## src/rtl/core/swa_pkg.sv

```systemverilog
// Shared widths and default parameter values for the sliding window average block.
// No dependencies; used by the top level, the serial divider and the checker.
`default_nettype none

package swa_pkg;

  // Field widths of the stream items and of the configuration register.
  localparam int SAMPLE_W = 18;
  localparam int SUM_W    = 28;
  localparam int CNT_W    = 11;
  localparam int AVG_W    = 34;

  // Stream bus widths, padded to whole bytes.
  localparam int S_TDATA_W = 24;
  localparam int M_TDATA_W = 80;

  // Bit positions of the result fields inside the master tdata.
  localparam int AVG_LSB = 0;
  localparam int SUM_LSB = AVG_LSB + AVG_W;
  localparam int CNT_LSB = SUM_LSB + SUM_W;
  localparam int PAD_LSB = CNT_LSB + CNT_W;

  // Defaults for the top level parameters.
  localparam int DEF_MAX_WINDOW = 1024;
  localparam int DEF_FRAC_BITS  = 16;

endpackage

`default_nettype wire

```

## src/rtl/core/swa_div.sv

```systemverilog
// Bit-serial restoring divider: one quotient bit per clock cycle.
// Depends on swa_pkg for the divisor width.
`default_nettype none

module swa_div
  import swa_pkg::*;
#(
  parameter int DW = SUM_W + DEF_FRAC_BITS
) (
  input  wire logic              clk_i,
  input  wire logic              rst_ni,
  input  wire logic              start_i,
  input  wire logic [DW-1:0]     dividend_i,
  input  wire logic [CNT_W-1:0]  divisor_i,
  output logic                   done_o,
  output logic [DW-1:0]          quotient_o
);

  localparam int CTW = $clog2(DW + 1);

  logic [DW-1:0]    quo_q;
  logic [CNT_W-1:0] rem_q;
  logic [CNT_W-1:0] dvs_q;
  logic [CTW-1:0]   cnt_q;
  logic             busy_q;
  logic             done_q;

  logic [CNT_W:0]   part;
  logic [CNT_W:0]   trial;
  logic             qbit;

  // One trial subtraction: bring down the next dividend bit and compare.
  always_comb begin
    part  = {rem_q, quo_q[DW-1]};
    trial = part - {1'b0, dvs_q};
    qbit  = ~trial[CNT_W];
  end

  // Control: step counter, busy and completion flags.
  always_ff @(posedge clk_i or negedge rst_ni) begin
    if (!rst_ni) begin
      busy_q <= 1'b0;
      done_q <= 1'b0;
      cnt_q  <= '0;
    end else begin
      done_q <= 1'b0;
      if (start_i) begin
        busy_q <= 1'b1;
        cnt_q  <= CTW'(DW);
      end else if (busy_q) begin
        cnt_q <= cnt_q - CTW'(1);
        if (cnt_q == CTW'(1)) begin
          busy_q <= 1'b0;
          done_q <= 1'b1;
        end
      end
    end
  end

  // Datapath: the dividend shifts out at the top while quotient bits enter at the bottom.
  always_ff @(posedge clk_i) begin
    if (start_i) begin
      quo_q <= dividend_i;
      rem_q <= '0;
      dvs_q <= divisor_i;
    end else if (busy_q) begin
      quo_q <= {quo_q[DW-2:0], qbit};
      rem_q <= qbit ? trial[CNT_W-1:0] : part[CNT_W-1:0];
    end
  end

  assign done_o     = done_q;
  assign quotient_o = quo_q;

endmodule

`default_nettype wire

```

## config.mk

```make
export PLATFORM = sky130hd
export DESIGN_NAME = swa_div
export DESIGN_NICKNAME = d
export VERILOG_FILES = /design/src/rtl/core/swa_pkg.sv /design/src/rtl/core/swa_div.sv
export SDC_FILE = /design/constraint.sdc
export NUM_CORES = 1
export LEC_CHECK = 0
export BUFFER_PORTS_ARGS = -buffer_cell sky130_fd_sc_hd__buf_2
export CORE_UTILIZATION = 50
export DETAILED_ROUTE_END_ITERATION = 8
export PLACE_DENSITY = 0.79
export REMOVE_ABC_BUFFERS = 1
export SLEW_MARGIN = 20
export SYNTH_ARGS = -nofsm -noshare
export SYNTH_HDL_FRONTEND = slang
export SYNTH_SLANG_ARGS = --single-unit
```

## constraint.sdc

```tcl
create_clock -name clk_i -period 3.9 [get_ports clk_i]
set_input_delay 0.585 -clock clk_i [delete_from_list [all_inputs] [get_ports clk_i]]
set_output_delay 0.585 -clock clk_i [all_outputs]
set_load 0.02 [all_outputs]
```

Word-level counts from Yosys, hierarchy flattened
Cells that the tools add are included.

Register bits after elaboration: 74. Input port bits: 58. Output and inout bits: 45.

Add/subtract/negate cells: 2. Equal/unequal tests: 1. Mux-type cells: 11. Bitwise operators: 1. Reductions and logical operators: 1.

Operators by type and width (count): 44-bit two-way mux (2); 6-bit two-way mux (2); 12-bit by 11-bit subtractor with 12-bit output (1); 11-bit two-way mux (1); 6-bit by 1-bit == test with 1-bit output (second input constant) (1); 1-bit two-way mux (6); 6-bit by 1-bit subtractor with 6-bit output (second input constant) (1); 2-bit nonzero test (1); 1-bit inverter (1).

Depth between registers and ports, before layout
Depth in word-level cells: 4. Mapped depth: 10. Gate-level depth less buffers: 10.

Worst setup path before layout
OpenSTA, ideal clock, no wires.

Kind: reg2reg. Start point: reg quo_q[43] (netlist: quotient_o[43]). End point: reg rem_q[0]. Setup time: 0.086 ns. Data arrival time: 2.444 ns. Required time: 3.814 ns. Setup slack: 1.370 ns. Stages on the path, launching flop included: 9. Buffers on the path: 0. Clock period less this slack: 2.530 ns. Path through: edfxtp_1 inv_1 ha_1 and2b_1 o31a_2 o21a_4 o311ai_4 mux2_2 a211oi_1.

Cells in the longest elaborated chain, start to end: 2.

RTL lines: from (decl) (line swa_div.sv:21) `logic [DW-1:0] quo_q;`; from (signal assigned) (line swa_div.sv:63) `quo_q <= dividend_i;`; from (signal assigned) (line swa_div.sv:67) `quo_q <= {quo_q[DW-2:0], qbit};`; 12-bit by 11-bit subtractor with 12-bit output (line swa_div.sv:35) `trial = part - {1'b0, dvs_q};`; 11-bit two-way mux (*) (line swa_div.sv:68) `rem_q <= qbit ? trial[CNT_W-1:0] : part[CNT_W-1:0];`; to (signal assigned) (line swa_div.sv:68); to (decl) (line swa_div.sv:22) `logic [CNT_W-1:0] rem_q;`.

Mark *: on every way between the ends. The rest lies on a longest branch, timed or not. A chain may end at the register's enable or synchronous reset.

Worst setup path in the final report
Start point: reg dvs_q[1]. End point: reg rem_q[0].

Cells in the longest elaborated chain, start to end: 2.

RTL lines: from (decl) (line swa_div.sv:23) `logic [CNT_W-1:0] dvs_q;`; from (signal assigned) (line swa_div.sv:65) `dvs_q <= divisor_i;`; 12-bit by 11-bit subtractor with 12-bit output (line swa_div.sv:35); 11-bit two-way mux (line swa_div.sv:68).

Every way passes these cells.

==> reports/results.tsv <==
stage	metric	value	unit
cts	cts_tree	yes	
sta	rsz0062_at_grt	false	
sta	finalHoldViolCount	0	
status	outcome	complete, no violations	
floorplanning	rows	30	
layout	layout_common_cells	102 x buf_2, 55 x edfxtp_1, 44 x mux2_2	
sta	tightestPinTransition	1.06	ns
floorplanning	start_util	52.5	%
layout	diodes	0	
sta	holdWs	0.0656	ns
sta	setup_viol	0	
yosys	ys_seq_area_share	57.1	%
yosys	ys_async_sr_fraction	10.8	%
cts	postCtsHoldBufs	0	
yosys	yosysTopAreaCellShare	45.5	%
worst_setup_path	crit_start	dvs_q[1]	
power_and_ir_drop	p_per_area	429	nW/um^2
sta	timing.fmax	0.343	GHz
sta	finalMaxSlewViolations	0	
placed_design	place.gp.congestion	0.816	
worst_setup_path	required	4.16	ns
worst_setup_path	rr_worst_depth	8	
detailed_routing	dr.pass1.iters	4	
cts	postCtsSetupBuffers	0	
worst_setup_path	cp-start-kind	flop	
floorplanning	ioPinCount	103	
job	maxCapViolCount	0	
global_routing	overflow	0	
worst_setup_path	worstSetupEndpointType	flop	
sta	finalSetupTns	0	ns
yosys	yosys_warnings	0	
detailed_routing	first_iter_violations	117	
cts	cts_root_buf	clkbuf_8	
yosys	avgSynthCellArea	13.3	sq um
cts	h-tree-depth	3	
yosys	ys_ff_latch	74	
worst_setup_path	crit_chain	inv_1 -> ha_1 -> and2b_1 -> o31a_2 -> o21a_4 -> o311ai_4 -> mux2_2 -> a211oi_1	
cts	clock-sinks	74	
global_routing	grt_pass1_wl	11700	um
cts	clk_pin_slew_worst_paths	0.08	ns
power_and_ir_drop	power	1.91	mW
worst_setup_path	crit_end	rem_q[0]	
yosys	syn-cell-area	3630	sq um
power_and_ir_drop	p_leak	1.94	nW
layout	area_growth_syn_to_layout	22.5	%
sta	final.period_utilization	74.7	%
cts	cts_resized	0	
global_routing	grt_pass1_vias	2630	
detailed_routing	vias_per_cell	5.38	
layout	fill_cells	578	
yosys	yosysTopAreaCell	edfxtp_1	
worst_setup_path	slowest_delay	0.73	ns
floorplanning	die_x	87.2	um
yosys	synth_cell_types	52	
floorplanning	coreArea	6910	sq um
placed_design	dpl.hpwl	5050	um
worst_setup_path	rrSetupSlack	0.99	ns
yosys	yosys_most_used_dff	edfxtp_1	
floorplanning	die_y	87.2	um
layout	layout_commonest_cell	buf_2	
layout	drive_gt1_share	45.7	%
sta	fin_skew	0.00785	ns
placed_design	place.port_buffers	102	
worst_setup_path	crit_type	flop to flop	
detailed_routing	wl_per_cell	15.3	um
detailed_routing	routed_wirelength	7290	um
cts	cts_buffer_depth	2	
yosys	synth_cells	272	
sta	slew_headroom	29.3	%
global_routing	grt_max_degree	69	
worst_setup_path	slowest_stage	o311ai_4	
sta	min_period	2.91	ns
layout	nets	448	
worst_setup_path	path_delay_family	compound AO/OA/AOI/OAI gates	
global_routing	antenna_found_initial	0	
cts	cts_made_buffers	9	
detailed_routing	antenna_left	0	
worst_setup_path	cp_data_arrival_time	3.17	ns
detailed_routing	drc	0	
global_routing	grt_util_all_layers	20.5	%
worst_setup_path	r2r-end	rem_q[0]	
worst_setup_path	crit_buf_inv	1	
yosys	synth_area_leaders	edfxtp_1 46%, mux2_2 14%, dfxtp_1 6.1%, dfrtp_1 5.5%, ha_1 4.5%	
worst_setup_path	worstReg2RegStart	dvs_q[1]	
floorplanning	die-area	7600	sq um
cts	clk_latency	0.35	ns
min_path	hold_path_class	input port to async pin	
worst_setup_path	cp.depth	8	
power_and_ir_drop	ir_worst_vdd	246	uV
worst_setup_path	cp_max_fo	17	
detailed_routing	via_count	2568	
yosys	synth_edf_count	55	
registers in the layout, indices dropped and copies added (netlist names):
register / count
cnt_q: 6
done_o: 1
rem_q: 11
dvs_q: 11
busy_q: 1
quotient_o: 44
stage by stage:
stage / std cells / area, sq um / worst slack (ns) / util (%)
2_1_floorplan: 261 / 3580 / 1.23 / -
3_3_place_gp: 461 / 4220 / 1.09 / 61.2
3_5_place_dp: 461 / 4220 / 1.01 / 61.2
4_1_cts: 477 / 4440 / 0.984 / 64.3
5_1_grt: 477 / 4440 / 0.837 / 64.3
6_report: 477 / 4440 / 0.986 / 64.3
power by group:
group | switching, mW | leakage, nW | total, mW | internal [mW]
registers | 0.0370 | 0.756 | 0.955 | 0.918
logic | 0.160 | 1.08 | 0.292 | 0.132
clock network | 0.300 | 0.103 | 0.659 | 0.359
total | 0.497 | 1.94 | 1.91 | 1.41
routing by layer:
metal | GRT usage (%) | up-vias | wire length [um]
met2 | 33.1 | 91 | 3450
met5 | 0 | - | 0
met1 | 24.5 | 1237 | 3160
met3 | 7.39 | 10 | 567
met4 | 9.24 | 0 | 122
li1 | - | 1230 | -
cell usage after synthesis (all sizes together) (2+ instances only):
library cell / number
o31a: 2
o2111ai: 3
xnor2: 9
a21o: 2
o21bai: 2
or3: 2
nor2: 20
nand2: 10
nor4: 3
and3: 4
ha: 13
mux2: 44
o311ai: 2
buf: 6
nand4: 2
edfxtp: 55
clkbuf: 5
o21ai: 5
a21oi: 5
o21a: 3
a211oi: 8
dfxtp: 11
inv: 17
xor2: 2
nand3: 4
mux2i: 6
nor3: 3
dfrtp: 8
cells by family after synthesis:
group                    Yosys count  share of synthesized area [%]
flip-flops                        74                           57.1
adder cells (fa/ha/maj)           14                           5.04
buffers and inverters             29                           3.24
AO/OA/AOI/OAI                     41                           9.39
multiplexers                      50                           15.3
XOR/XNOR                          11                           2.66
AND/OR/NAND/NOR                   53                           7.21
area by class of cell:
type	count	area (sq um)	share of cell area [%]
clock buffer	9	124	2.79
tap	96	120	2.70
multi-input combinational	169	1440	32.4
clock inverter	7	92.6	2.09
timing repair buffer	104	526	11.8
inverter	18	67.6	1.52
sequential	74	2070	46.7
how the worst min path moves through the flow:
stage               slack (ns)    from  cells past startpoint  endpoint
floorplan                 0.29  rst_ni                      0    busy_q
global placement          0.43  rst_ni                      1  cnt_q[4]
detailed placement        0.43  rst_ni                      1  cnt_q[4]
CTS                       0.06  rst_ni                      1  cnt_q[2]
global route              0.05  rst_ni                      1  cnt_q[2]
finish                    0.07  rst_ni                      1  cnt_q[2]
No activity file was read; power rests on OpenSTA's default activity.
